### src/hw/rtl/hsal_pkg.sv
// ----------------------------------------------------------------------------
// hsal_pkg
// Types and constants shared by the hourly sensor average logger, its stream
// interfaces and its checker.
// ----------------------------------------------------------------------------
package hsal_pkg;

  // One sensor sample as it arrives on the input channel.
  typedef struct packed {
    logic [5:0]         minute;
    logic [15:0]        hour_count;
    logic [12:0]        co2_ppm;
    logic signed [11:0] temperature;
    logic [6:0]         humidity;
    logic [9:0]         pressure_mmhg;
  } sample_t;

  // One hourly record as it leaves on the output channel.
  typedef struct packed {
    logic [7:0] record_slot;
    logic [7:0] co2_code;
    logic [7:0] temperature_code;
    logic [6:0] humidity_code;
    logic [7:0] pressure_code;
  } record_t;

  // One entry of the sliding sample window (42 bits).
  typedef struct packed {
    logic [12:0]        co2;
    logic signed [11:0] temp;
    logic [6:0]         hum;
    logic [9:0]         press;
  } win_entry_t;

  // Minute value that marks "no minute seen yet".
  localparam logic [5:0] NoMinute = 6'd63;

  // Quantization constants. Temperature constants are in sixteenths of a
  // degree: 10 degrees is 160, a span of 30 degrees is 480.
  localparam int Co2Base    = 410;
  localparam int Co2Step    = 18;
  localparam int TempBase16 = 160;
  localparam int TempSpan16 = 480;
  localparam int TempScale  = 255;
  localparam int CodeMax    = 255;
  localparam int HumMax     = 100;
  localparam int PressBase  = 700;

endpackage

### src/hw/rtl/hsal_if.sv
// ----------------------------------------------------------------------------
// hsal_if
// Valid/ready stream interfaces for the sample input and record output.
// ----------------------------------------------------------------------------

// Sample channel: one beat carries one sensor sample.
interface hsal_sample_if;
  logic             valid;
  logic             ready;
  hsal_pkg::sample_t data;

  modport source (output valid, output data, input ready);
  modport sink   (input valid, input data, output ready);
endinterface

// Record channel: one beat carries one quantized hourly record.
interface hsal_record_if;
  logic             valid;
  logic             ready;
  hsal_pkg::record_t data;

  modport source (output valid, output data, input ready);
  modport sink   (input valid, input data, output ready);
endinterface

### src/hw/rtl/hourly_sensor_average_logger.sv
// ----------------------------------------------------------------------------
// hourly_sensor_average_logger
// Windows sensor samples and emits one quantized average record per hour.
// ----------------------------------------------------------------------------
// Usage:
// Samples arrive on sample_i, one beat per sample, tagged with the minute
// and an hour count. A beat whose minute repeats the last accepted minute is
// taken and dropped. A beat that does not close an hour is windowed in the
// cycle it is accepted, so such beats can be taken every cycle while idle.
// A beat whose hour count is above the stored hour, with a non-empty window,
// closes the hour: sample_i.ready drops while one shared restoring divider,
// one quotient bit per cycle, works out the five quotients in turn. The
// record is registered onto record_o once the last quotient is done.
// record_o is a registered output. The block returns to accepting samples
// while a record waits; if the next record is finished before the receiver
// takes the previous one, the block holds it and stays busy until then.
// Reset empties the window, clears the stored hour and ring slot, and marks
// no minute as seen. The window storage itself is not cleared.
// ----------------------------------------------------------------------------
module hourly_sensor_average_logger #(
  parameter int WINDOW_DEPTH = 6,
  parameter int RECORD_SLOTS = 128
) (
  input  logic         clk_i,
  input  logic         rst_ni,
  hsal_sample_if.sink   sample_i,
  hsal_record_if.source record_o
);
  import hsal_pkg::*;

  localparam int CntW      = $clog2(WINDOW_DEPTH + 1);
  localparam int PtrW      = (WINDOW_DEPTH > 1) ? $clog2(WINDOW_DEPTH) : 1;
  localparam int Co2SumW   = 13 + CntW;
  localparam int TempSumW  = 12 + CntW;
  localparam int HumSumW   = 7 + CntW;
  localparam int PressSumW = 10 + CntW;
  localparam int NumW      = TempSumW + 9;
  localparam int DivW      = NumW - 1;
  localparam int DvsW      = $clog2(TempSpan16 * WINDOW_DEPTH + 1);
  localparam int BitW      = $clog2(DivW + 1);

  // Sequencer states.
  localparam logic [1:0] StIdle = 2'd0;
  localparam logic [1:0] StSum  = 2'd1;
  localparam logic [1:0] StDiv  = 2'd2;
  localparam logic [1:0] StOut  = 2'd3;

  // Divider operations, run in this order.
  localparam logic [2:0] OpCo2Avg  = 3'd0;
  localparam logic [2:0] OpCo2Code = 3'd1;
  localparam logic [2:0] OpTemp    = 3'd2;
  localparam logic [2:0] OpHum     = 3'd3;
  localparam logic [2:0] OpPress   = 3'd4;

  logic [1:0]               state_q, state_d;
  logic [2:0]               op_q, op_d;
  logic                     load_q, load_d;
  logic [CntW-1:0]          cnt_q, cnt_d;
  logic [PtrW-1:0]          ptr_q, ptr_d;
  logic [5:0]               last_min_q, last_min_d;
  logic [15:0]              hour_q, hour_d;
  logic [7:0]               slot_q, slot_d;
  logic [CntW-1:0]          idx_q, idx_d;
  logic [CntW-1:0]          n_q, n_d;
  win_entry_t               pend_q, pend_d;
  logic [Co2SumW-1:0]       co2_sum_q, co2_sum_d;
  logic signed [TempSumW-1:0] temp_sum_q, temp_sum_d;
  logic [HumSumW-1:0]       hum_sum_q, hum_sum_d;
  logic [PressSumW-1:0]     press_sum_q, press_sum_d;
  logic [DvsW-1:0]          rem_q, rem_d;
  logic [DivW-1:0]          quo_q, quo_d;
  logic [DvsW-1:0]          dvs_q, dvs_d;
  logic [BitW-1:0]          bits_q, bits_d;
  logic [7:0]               co2_code_q, co2_code_d;
  logic [7:0]               temp_code_q, temp_code_d;
  logic [6:0]               hum_code_q, hum_code_d;
  logic [7:0]               press_code_q, press_code_d;
  logic                     out_valid_q, out_valid_d;
  record_t                  out_q, out_d;

  win_entry_t               win_q [WINDOW_DEPTH];
  logic                     win_we;
  logic [PtrW-1:0]          win_wa;
  win_entry_t               win_wd;
  win_entry_t               win_rd;

  logic                     accept;
  logic                     drop;
  logic                     hour_adv;
  logic [CntW-1:0]          base_cnt;
  win_entry_t               in_entry;

  logic [12:0]              co2_avg;
  logic [12:0]              co2_off;
  logic [TempSumW:0]        temp_ofs;
  logic signed [TempSumW:0] temp_diff;
  logic signed [NumW-1:0]   temp_num;
  logic [DvsW:0]            div_shl;
  logic                     div_ge;
  logic [DvsW:0]            div_sub;
  logic [DivW-1:0]          press_diff;
  logic [8:0]               slot_inc;

  // Input handshake and sample classification.
  assign sample_i.ready = (state_q == StIdle);
  assign accept   = sample_i.valid && sample_i.ready;
  assign drop     = (sample_i.data.minute == last_min_q);
  assign hour_adv = (sample_i.data.hour_count > hour_q);
  assign base_cnt = hour_adv ? '0 : cnt_q;
  assign in_entry = '{co2:   sample_i.data.co2_ppm,
                      temp:  sample_i.data.temperature,
                      hum:   sample_i.data.humidity,
                      press: sample_i.data.pressure_mmhg};

  // Window read port, stepped by the summing index.
  assign win_rd = win_q[idx_q[PtrW-1:0]];

  // Operand preparation for the divider loads.
  assign co2_avg   = quo_q[12:0];
  assign co2_off   = (co2_avg >= 13'(Co2Base)) ? co2_avg - 13'(Co2Base) : '0;
  assign temp_ofs  = (TempSumW + 1)'(n_q) * (TempSumW + 1)'(TempBase16);
  assign temp_diff = $signed({temp_sum_q[TempSumW-1], temp_sum_q}) - $signed(temp_ofs);
  assign temp_num  = (NumW'(temp_diff) <<< 8) - NumW'(temp_diff);

  // One restoring division step: shift in a dividend bit, trial subtract.
  assign div_shl = {rem_q, quo_q[DivW-1]};
  assign div_ge  = (div_shl >= {1'b0, dvs_q});
  assign div_sub = div_shl - {1'b0, dvs_q};

  assign press_diff = quo_q - DivW'(PressBase);
  assign slot_inc   = {1'b0, slot_q} + 9'd1;

  // Sequencer and datapath next-state logic.
  always_comb begin
    state_d      = state_q;
    op_d         = op_q;
    load_d       = load_q;
    cnt_d        = cnt_q;
    ptr_d        = ptr_q;
    last_min_d   = last_min_q;
    hour_d       = hour_q;
    slot_d       = slot_q;
    idx_d        = idx_q;
    n_d          = n_q;
    pend_d       = pend_q;
    co2_sum_d    = co2_sum_q;
    temp_sum_d   = temp_sum_q;
    hum_sum_d    = hum_sum_q;
    press_sum_d  = press_sum_q;
    rem_d        = rem_q;
    quo_d        = quo_q;
    dvs_d        = dvs_q;
    bits_d       = bits_q;
    co2_code_d   = co2_code_q;
    temp_code_d  = temp_code_q;
    hum_code_d   = hum_code_q;
    press_code_d = press_code_q;
    out_valid_d  = out_valid_q;
    out_d        = out_q;
    win_we       = 1'b0;
    win_wa       = '0;
    win_wd       = in_entry;

    // The receiver taking the held record frees the output register.
    if (out_valid_q && record_o.ready) begin
      out_valid_d = 1'b0;
    end

    unique case (state_q)
      StIdle: begin
        if (accept && !drop) begin
          last_min_d = sample_i.data.minute;
          if (hour_adv) begin
            hour_d = sample_i.data.hour_count;
          end
          if (hour_adv && (cnt_q != '0)) begin
            // Close the hour: sum the old window before the sample enters.
            state_d     = StSum;
            n_d         = cnt_q;
            idx_d       = '0;
            pend_d      = in_entry;
            co2_sum_d   = '0;
            temp_sum_d  = '0;
            hum_sum_d   = '0;
            press_sum_d = '0;
          end else begin
            win_we = 1'b1;
            win_wa = hour_adv ? '0 : ptr_q;
            ptr_d  = (win_wa == PtrW'(WINDOW_DEPTH - 1)) ? '0 : win_wa + 1'b1;
            cnt_d  = (base_cnt == CntW'(WINDOW_DEPTH)) ? base_cnt : base_cnt + 1'b1;
          end
        end
      end

      StSum: begin
        co2_sum_d   = co2_sum_q + Co2SumW'(win_rd.co2);
        temp_sum_d  = temp_sum_q + TempSumW'(win_rd.temp);
        hum_sum_d   = hum_sum_q + HumSumW'(win_rd.hum);
        press_sum_d = press_sum_q + PressSumW'(win_rd.press);
        idx_d       = idx_q + 1'b1;
        if ((idx_q + 1'b1) == n_q) begin
          // Window restarts with the pending sample alone.
          win_we  = 1'b1;
          win_wa  = '0;
          win_wd  = pend_q;
          ptr_d   = (PtrW'(0) == PtrW'(WINDOW_DEPTH - 1)) ? '0 : PtrW'(1);
          cnt_d   = CntW'(1);
          state_d = StDiv;
          op_d    = OpCo2Avg;
          load_d  = 1'b1;
        end
      end

      StDiv: begin
        if (load_q) begin
          // Load the dividend left-aligned so its width sets the step count.
          load_d = 1'b0;
          rem_d  = '0;
          case (op_q)
            OpCo2Avg: begin
              quo_d  = {co2_sum_q, {(DivW - Co2SumW){1'b0}}};
              dvs_d  = DvsW'(n_q);
              bits_d = BitW'(Co2SumW);
            end
            OpCo2Code: begin
              quo_d  = {co2_off, {(DivW - 13){1'b0}}};
              dvs_d  = DvsW'(Co2Step);
              bits_d = BitW'(13);
            end
            OpTemp: begin
              quo_d  = temp_num[NumW-1] ? '0 : temp_num[DivW-1:0];
              dvs_d  = DvsW'(n_q) * DvsW'(TempSpan16);
              bits_d = BitW'(DivW);
            end
            OpHum: begin
              quo_d  = {hum_sum_q, {(DivW - HumSumW){1'b0}}};
              dvs_d  = DvsW'(n_q);
              bits_d = BitW'(HumSumW);
            end
            default: begin
              quo_d  = {press_sum_q, {(DivW - PressSumW){1'b0}}};
              dvs_d  = DvsW'(n_q);
              bits_d = BitW'(PressSumW);
            end
          endcase
        end else if (bits_q != '0) begin
          rem_d  = div_ge ? div_sub[DvsW-1:0] : div_shl[DvsW-1:0];
          quo_d  = {quo_q[DivW-2:0], div_ge};
          bits_d = bits_q - 1'b1;
        end else begin
          // Quotient done: saturate any code; then the next op, or output.
          load_d = 1'b1;
          case (op_q)
            OpCo2Avg: begin
              op_d = OpCo2Code;
            end
            OpCo2Code: begin
              co2_code_d = (quo_q > DivW'(CodeMax)) ? 8'(CodeMax) : quo_q[7:0];
              op_d       = OpTemp;
            end
            OpTemp: begin
              temp_code_d = (quo_q > DivW'(CodeMax)) ? 8'(CodeMax) : quo_q[7:0];
              op_d        = OpHum;
            end
            OpHum: begin
              hum_code_d = (quo_q > DivW'(HumMax)) ? 7'(HumMax) : quo_q[6:0];
              op_d       = OpPress;
            end
            default: begin
              load_d = 1'b0;
              if (quo_q < DivW'(PressBase)) begin
                press_code_d = '0;
              end else if (press_diff > DivW'(CodeMax)) begin
                press_code_d = 8'(CodeMax);
              end else begin
                press_code_d = press_diff[7:0];
              end
              state_d = StOut;
            end
          endcase
        end
      end

      default: begin
        // Hand the record over once the output register is free.
        if (!out_valid_q || record_o.ready) begin
          out_valid_d            = 1'b1;
          out_d.record_slot      = slot_q;
          out_d.co2_code         = co2_code_q;
          out_d.temperature_code = temp_code_q;
          out_d.humidity_code    = hum_code_q;
          out_d.pressure_code    = press_code_q;
          slot_d  = (slot_inc >= 9'(RECORD_SLOTS)) ? '0 : slot_inc[7:0];
          state_d = StIdle;
        end
      end
    endcase
  end

  // Control registers.
  always_ff @(posedge clk_i or negedge rst_ni) begin
    if (!rst_ni) begin
      state_q     <= StIdle;
      op_q        <= OpCo2Avg;
      load_q      <= 1'b0;
      cnt_q       <= '0;
      ptr_q       <= '0;
      last_min_q  <= NoMinute;
      hour_q      <= '0;
      slot_q      <= '0;
      idx_q       <= '0;
      n_q         <= '0;
      bits_q      <= '0;
      out_valid_q <= 1'b0;
    end else begin
      state_q     <= state_d;
      op_q        <= op_d;
      load_q      <= load_d;
      cnt_q       <= cnt_d;
      ptr_q       <= ptr_d;
      last_min_q  <= last_min_d;
      hour_q      <= hour_d;
      slot_q      <= slot_d;
      idx_q       <= idx_d;
      n_q         <= n_d;
      bits_q      <= bits_d;
      out_valid_q <= out_valid_d;
    end
  end

  // Payload registers.
  always_ff @(posedge clk_i) begin
    pend_q       <= pend_d;
    co2_sum_q    <= co2_sum_d;
    temp_sum_q   <= temp_sum_d;
    hum_sum_q    <= hum_sum_d;
    press_sum_q  <= press_sum_d;
    rem_q        <= rem_d;
    quo_q        <= quo_d;
    dvs_q        <= dvs_d;
    co2_code_q   <= co2_code_d;
    temp_code_q  <= temp_code_d;
    hum_code_q   <= hum_code_d;
    press_code_q <= press_code_d;
    out_q        <= out_d;
  end

  // Sample window storage.
  always_ff @(posedge clk_i) begin
    if (win_we) begin
      win_q[win_wa] <= win_wd;
    end
  end

  assign record_o.valid = out_valid_q;
  assign record_o.data  = out_q;

endmodule

### src/flat_wrapper.sv
// flat-port wrapper written by rule: the top's interface ports become plain ports
module hourly_sensor_average_logger_flat import hsal_pkg::*;
#(
  parameter int WINDOW_DEPTH = 6,
  parameter int RECORD_SLOTS = 128
)
  (clk_i, rst_ni, sample_i_valid, sample_i_data, sample_i_ready, record_o_valid, record_o_data, record_o_ready);
  hsal_sample_if sample_i_i ();
  hsal_record_if record_o_i ();
  input  logic clk_i;
  input  logic rst_ni;
  input wire logic [$bits(sample_i_i.valid)-1:0] sample_i_valid;
  input wire logic [$bits(sample_i_i.data)-1:0] sample_i_data;
  output wire logic [$bits(sample_i_i.ready)-1:0] sample_i_ready;
  output wire logic [$bits(record_o_i.valid)-1:0] record_o_valid;
  output wire logic [$bits(record_o_i.data)-1:0] record_o_data;
  input wire logic [$bits(record_o_i.ready)-1:0] record_o_ready;
  assign sample_i_i.valid = sample_i_valid;
  assign sample_i_i.data = sample_i_data;
  assign sample_i_ready = sample_i_i.ready;
  assign record_o_valid = record_o_i.valid;
  assign record_o_data = record_o_i.data;
  assign record_o_i.ready = record_o_ready;
  hourly_sensor_average_logger #(.WINDOW_DEPTH(WINDOW_DEPTH), .RECORD_SLOTS(RECORD_SLOTS)) u_core (.clk_i(clk_i), .rst_ni(rst_ni), .sample_i(sample_i_i), .record_o(record_o_i));
endmodule
### config.mk
export PLATFORM = sky130hd
export DESIGN_NAME = hourly_sensor_average_logger_flat
export DESIGN_NICKNAME = d
export VERILOG_FILES = /design/src/hw/rtl/hsal_pkg.sv /design/src/hw/rtl/hsal_if.sv /design/src/hw/rtl/hourly_sensor_average_logger.sv /design/src/flat_wrapper.sv
export SDC_FILE = /design/constraint.sdc
export NUM_CORES = 1
export LEC_CHECK = 0
export BUFFER_PORTS_ARGS = -buffer_cell sky130_fd_sc_hd__buf_2
export CORE_MARGIN = 2
export CORE_UTILIZATION = 50
export CTS_CLUSTER_DIAMETER = 30
export DETAILED_ROUTE_END_ITERATION = 12
export HOLD_SLACK_MARGIN = 0.03
export PLACE_DENSITY_LB_ADDON = 0.12
export SLEW_MARGIN = 20
export SYNTH_ARGS = -nofsm -noshare
export SYNTH_HDL_FRONTEND = slang
export SYNTH_SLANG_ARGS = --single-unit
### constraint.sdc
create_clock -name clk_i -period 6.5 [get_ports clk_i]
set_clock_uncertainty 0.2 [all_clocks]
set_input_delay 1.3 -clock clk_i [delete_from_list [all_inputs] [get_ports clk_i]]
set_output_delay 1.3 -clock clk_i [all_outputs]
set_load 0.03 [all_outputs]
# After elaboration in Yosys (flattened, before gate mapping)
# Memories as Yosys holds them, arrays and structs flattened.
# Index checks and enable logic that the tools add are counted.
# W data, S select, Z words.
op_classes:
  n_addsub: 14
  n_mul: 2
  n_lt_le_gt_ge: 8
  n_eq_ne: 17
  mux: 72
  bitwise_logic: 4
  reduce_logical: 32
ops:
  columns: ["op", "n"]
  rows:
  - ["$pmux W23 S4", 1]
  - ["$mux W42", 2]
  - ["$mux W23", 3]
  - ["$mux W3", 17]
  - ["$gt A23 B8 Y1 const B", 2]
  - ["$mux W13", 3]
  - ["$mux W16", 2]
  - ["$pmux W16 S2", 1]
  - ["$mux W15", 2]
  - ["$pmux W15 S2", 1]
  - ["$pmux W13 S2", 1]
  - ["$mux W12", 2]
  - ["$mux W8", 3]
  - ["$pmux W12 S2", 1]
  - ["$pmux W3 S2", 4]
  - ["$sub A24 B16 Y24", 1]
  - ["$gt A23 B7 Y1 const B", 1]
  - ["$lt A23 B10 Y1 const B", 1]
  - ["$sub A23 B10 Y23 const B", 1]
  - ["$mux W10", 2]
  - ["$pmux W10 S2", 1]
  - ["$reduce_and A4 Y1", 5]
  - ["$add A16 B13 Y16", 1]
  - ["$gt A16 B16 Y1", 1]
  - ["other kinds (47)", 90]
totals:
  register_bits: 267
  ramBits: 252
  out_inout_bits: 41
  n_memories: 1
mem_list:
  columns: ["memory", "words", "width", "read_ports", "rd_ports_with_merged_regs", "write_ports", "line_no", "source"]
  rows:
  - ["u_core.win_q", 6, 42, 1, 0, 1, "hourly_sensor_average_logger.sv:81", "win_entry_t win_q [WINDOW_DEPTH];"]

# Logic depth before layout (Yosys ltp)
depth:
  word_depth: 7
  ltp_mapped: 21
  ltp_nobuf: 20

# Worst setup path after synthesis
# Ideal clock, no wire load.
synth_path:
  kind: "input to register"
  startpoint: "input sample_i_data[51]"
  endpoint: "memory u_core.win_q[5][0] in the netlist's numbering, enable pin"
  setup_time_ps: 502
  t_arrival_ps: 6188
  required_ps: 5798
  setup_slack_ps: -391
  path_stages: 10
  n_path_buf: 0
  cell_sequence: "ha_1 > a21o_1 > a21o_1 > a21o_1 > a21o_1 > a221o_1 > nand2_1 > and2_1 > nand2_1 > nor3b_1"
synth_between:
  elab_chain_cells: 7
  elab_cells_between_ends: 11
  cone_classes: "1 x order compare; 9 x mux; 1 x reduce/logical"
synth_rtl:
  columns: ["item", "line_no", "source"]
  rows:
  - ["start: declaration", "flat_wrapper.sv:13", "input wire logic [$bits(sample_i_i.data)-1:0] sample_i_data;"]
  - ["$gt A16 B16 Y1 (*)", "hourly_sensor_average_logger.sv:108", "assign hour_adv = (sample_i.data.hour_count > hour_q);"]
  - ["$logic_and A1 B1 Y1", "hourly_sensor_average_logger.sv:176", "if (hour_adv && (cnt_q != '0)) begin"]
  - ["$mux W1", "hourly_sensor_average_logger.sv:176", null]
  - ["$mux W1", "hourly_sensor_average_logger.sv:171", "if (accept && !drop) begin"]
  - ["$pmux W1 S2", "hourly_sensor_average_logger.sv:169", "unique case (state_q)"]
  - ["$mux W1", "hourly_sensor_average_logger.sv:350", "if (win_we) begin"]
  - ["$mux W1 (not written as such)", "hourly_sensor_average_logger.sv:351", "win_q[win_wa] <= win_wd;"]
  - ["end: declaration", "hourly_sensor_average_logger.sv:81", null]
# Every way passes the cells marked *; elsewhere a longest branch is shown, timed or not.

# Worst setup path in the final report
layout_path:
  startpoint: "register u_core.n_q[2]"
  endpoint: "register u_core.quo_q[4], data pin"
layout_between:
  elab_chain_cells: 6
layout_rtl:
  columns: ["item", "line_no", "source"]
  rows:
  - ["start: declaration", "hourly_sensor_average_logger.sv:64", "logic [CntW-1:0] n_q, n_d;"]
  - ["start signal: assignment", "hourly_sensor_average_logger.sv:325", "n_q <= n_d;"]
  - ["$mul A3 B3 Y6", "hourly_sensor_average_logger.sv:121", "assign temp_ofs = (TempSumW + 1)'(n_q) * (TempSumW + 1)'(TempBase16);"]
  - ["$sub A15 B12 Y16", "hourly_sensor_average_logger.sv:122", "assign temp_diff = $signed({temp_sum_q[TempSumW-1], temp_sum_q}) - $signed(temp_ofs);"]
  - ["$sub A24 B16 Y24", "hourly_sensor_average_logger.sv:123", "assign temp_num = (NumW'(temp_diff) <<< 8) - NumW'(temp_diff);"]
  - ["$mux W23", "hourly_sensor_average_logger.sv:231", "quo_d = temp_num[NumW-1] ? '0 : temp_num[DivW-1:0];"]
  - ["$pmux W23 S4", "hourly_sensor_average_logger.sv:219", "case (op_q)"]
  - ["$mux W23", "hourly_sensor_average_logger.sv:215", "if (load_q) begin"]
  - ["end signal: assignment", "hourly_sensor_average_logger.sv:339", "quo_q <= quo_d;"]
  - ["end: declaration", "hourly_sensor_average_logger.sv:71", "logic [DivW-1:0] quo_q, quo_d;"]
# Every way passes these cells.
# A chain may end at the register's enable or synchronous reset.

==> results.yml <==
placement:
  dp_hpwl_um: 37600
  io_buffers: 108
  gp_congestion: 0.947
detailed_routing:
  wl_per_cell_um: 19.2
  drtPass1Iterations: 5
  route.vias.total: 16100
  drt_iter0_drc: 1170
  via_per_inst: 5.57
  drc: 0
  drt_wl_total_um: 55400
  ant_nets: 0
clocking:
  clock_latency_ns: 0.65
  ctsRootBufferMaster: "clkbuf_16"
  hold_buffers: 0
  clk_pin_slew_ns: 0.05
  h-tree-depth: 3
  cts_sinks: 518
  postCtsSetupRepairBufs: 0
  cts_buffers: 109
  cts_resized: 0
  ctsLongestPathBuffers: 3
  cts_tree: "built"
synthesis:
  syn_area_per_cell_um2: 13.0
  synth_common_cells: "edfxtp_1 (464), nor2_1 (167), a21oi_1 (133), ha_1 (119), inv_1 (115)"
  synth-edff-count: 464
  synthSimpleGateAreaFrac_pct: 8.84
  yosys.area.top_type: "edfxtp_1"
  ys_ff_latch: 518
  yosysMostFrequentCell: "edfxtp_1"
  ys_warn_count: 0
  synth-xor-area-share_pct: 2.84
  syn_area_um2: 25200
  syn-num-nets: 2132
  synth.area.top_cells: "edfxtp_1 (55%), ha_1 (5.9%), dfrtp_1 (4.8%), mux4_2 (3.7%), a21oi_1 (2.6%)"
  synth_top_family_by_area: "compound AO/OA/AOI/OAI gates"
  synth_compound_area_share_pct: 10.5
  synthFlopType: "edfxtp_1"
  ys_types: 81
  synthAdderAreaFrac_pct: 6.61
  ys_async_sr_fraction_pct: 10.4
  synth_top_cell_area_share_pct: 55.2
  synth_cells: 1936
  yosysSeqAreaShare_pct: 60.6
  muxShareOfSynthArea_pct: 7.90
critical_path:
  rrSetupSlack_ns: 0.79
  worstPathRequired_ns: 6.74
  path_class: "register to register"
  cp-end-kind: "register"
  critPathLaunchType: "register"
  crit_fanout: 17
  critical_path_arrival_ns: 5.96
die:
  design.core.area_um2: 50000
  initial_core_util_pct: 50.5
  rows: 82
  dieWidth_um: 229
  die-area_um2: 52300
  die_h_um: 229
  ios: 109
cells_and_area:
  regArea_um2: 15300
  fin_nets: 2313
  insertedDiodeCount: 0
  syn_to_final_growth_pct: 20.1
  fin_util_pct: 60.7
  drive_above_1_share_pct: 19.5
  multi_input_area_um2: 9310
  fill_cells: 3980
grt:
  grt_pass1_vias: 16400
  track_usage_pct: 21.8
  met3_usage_pct: 3.83
  grt.busiest_layer: "met2"
  use_met2_pct: 35.9
  grt_first_pass_wirelength_um: 90000
  grt_antenna_before_repair: 0
  grt_max_degree: 56
  use_met1_pct: 29.1
  grt_overflow: 0
outcome:
  outcome: "finished, final reports clean"
sta:
  tns_ns: 0
  relSlewSlack_pct: 32.2
  worstMarginPinSlew_ns: 1.02
  setup_viol: 0
  slew_violations: 0
  max_freq_mhz: 175
  final.period_utilization_pct: 87.9
  rsz0062_at_grt: "no"
  hold_violations: 0
  finalCriticalPeriod_ns: 5.71
power_and_ir_drop:
  vdd_drop_max_mv: 0.256
  p_per_area_nw_per_um2: 572
  p_leak_nw: 11.3
run:
  maxCapViolations: 0
worst_hold_path:
  hp-class: "register to register"
## path summary, 6_finish.rpt
path / to / cells past startpoint / from
setup / recovery: u_core.quo_q[4] / 20 / u_core.n_q[2]
hold / removal: u_core.record_o.data[1] / 0 / u_core.press_code_q[1]
setup reg to reg: u_core.quo_q[4] / 20 / u_core.n_q[2]
hold reg to reg: u_core.record_o.data[1] / 0 / u_core.press_code_q[1]
max in group asynchronous: u_core.idx_q[0] / 2 / rst_ni
min in group asynchronous: u_core.slot_q[5] / 2 / rst_ni
## cells by family after synthesis
group	after synthesis
DFF	518
and+or+nand+nor	469
AOI/OAI and AO/OA	420
buffers and inverters	180
muxes	140
adders and majority gates	128
xor gates and xnor gates	81
## flip-flops by register name, indices dropped and copies added (netlist names), 5 cells and up
register and cells:
u_core.win_q 252, u_core.pend_q 42, u_core.record_o.data 39, u_core.quo_q 23, u_core.co2_sum_q 16, u_core.hour_q 16, u_core.temp_sum_q 15, u_core.press_sum_q 13
u_core.rem_q 12, u_core.dvs_q 11, u_core.hum_sum_q 10, u_core.co2_code_q 8, u_core.press_code_q 8, u_core.slot_q 8, u_core.temp_code_q 8, u_core.hum_code_q 7
u_core.last_min_q 6, u_core.bits_q 5
## placed cells by master, fill, tap and decap left out, types with 43 or more instances in the layout
cell / n
edfxtp_1: 464
nor2_1: 164
a21oi_1: 132
ha_1: 119
inv_1: 114
clkbuf_16: 111
buf_2: 108
o21ai_0: 105
nand2_1: 105
xnor2_1: 60
mux2_2: 53
mux2i_1: 45
dfrtp_1: 45
nor3_1: 43
## layout make-up
class / instances / share of cell area, %
Clock buffer: 137 / 9.55
Clock inverter: 69 / 2.45
Tap cell: 672 / 2.77
Multi-Input combinational cell: 1238 / 30.7
Inverter: 116 / 1.44
Timing Repair Buffer: 134 / 2.63
Sequential cell: 518 / 50.5
## routing by layer
metal  part of all wire [%]  vias up
li1                       -     7686
met1                     45     7856
met2                     48      411
met3                    4.2      117
met4                    3.1        0
met5                      0        -
## through the flow
step                      total power (W)  area (µm²)  hold WS [ns]  cells  setup slack (ns)
final                              0.0174       30300         0.215   2884             0.786
after global routing               0.0185       30300         0.220   2884             0.450
after CTS                          0.0174       30300         0.219   2883             0.834
after detailed placement           0.0120       26700         0.206   2677             0.878
after global placement             0.0119       26700         0.207   2677              1.04
after floorplan                    0.0102       25200         0.200   1936            -0.391
## where the power goes
part           internal (W)  switching [W]  total [W]
registers           0.00461       0.000587    0.00519
clock network       0.00364        0.00171    0.00535
logic               0.00279        0.00402    0.00681
## critical path, stage by stage (launching register included)
cell and delay (ns):
dfrtp_1 0.51, ha_1 0.35, inv_1 0.05, ha_1 0.37
a21o_1 0.22, o21ai_0 0.40, nand2b_1 0.10, a21o_1 0.22
a211o_1 0.31, or3_1 0.33, xnor2_1 0.22, inv_1 0.07
ha_1 0.34, nor2b_1 0.24, o221ai_1 0.19, o2111ai_2 0.17
nand2_2 0.10, o21ba_4 0.23, o21ai_4 0.43, nand3_4 0.18
o32ai_2 0.28
Note: power is estimated with default switching activity, not from simulation.
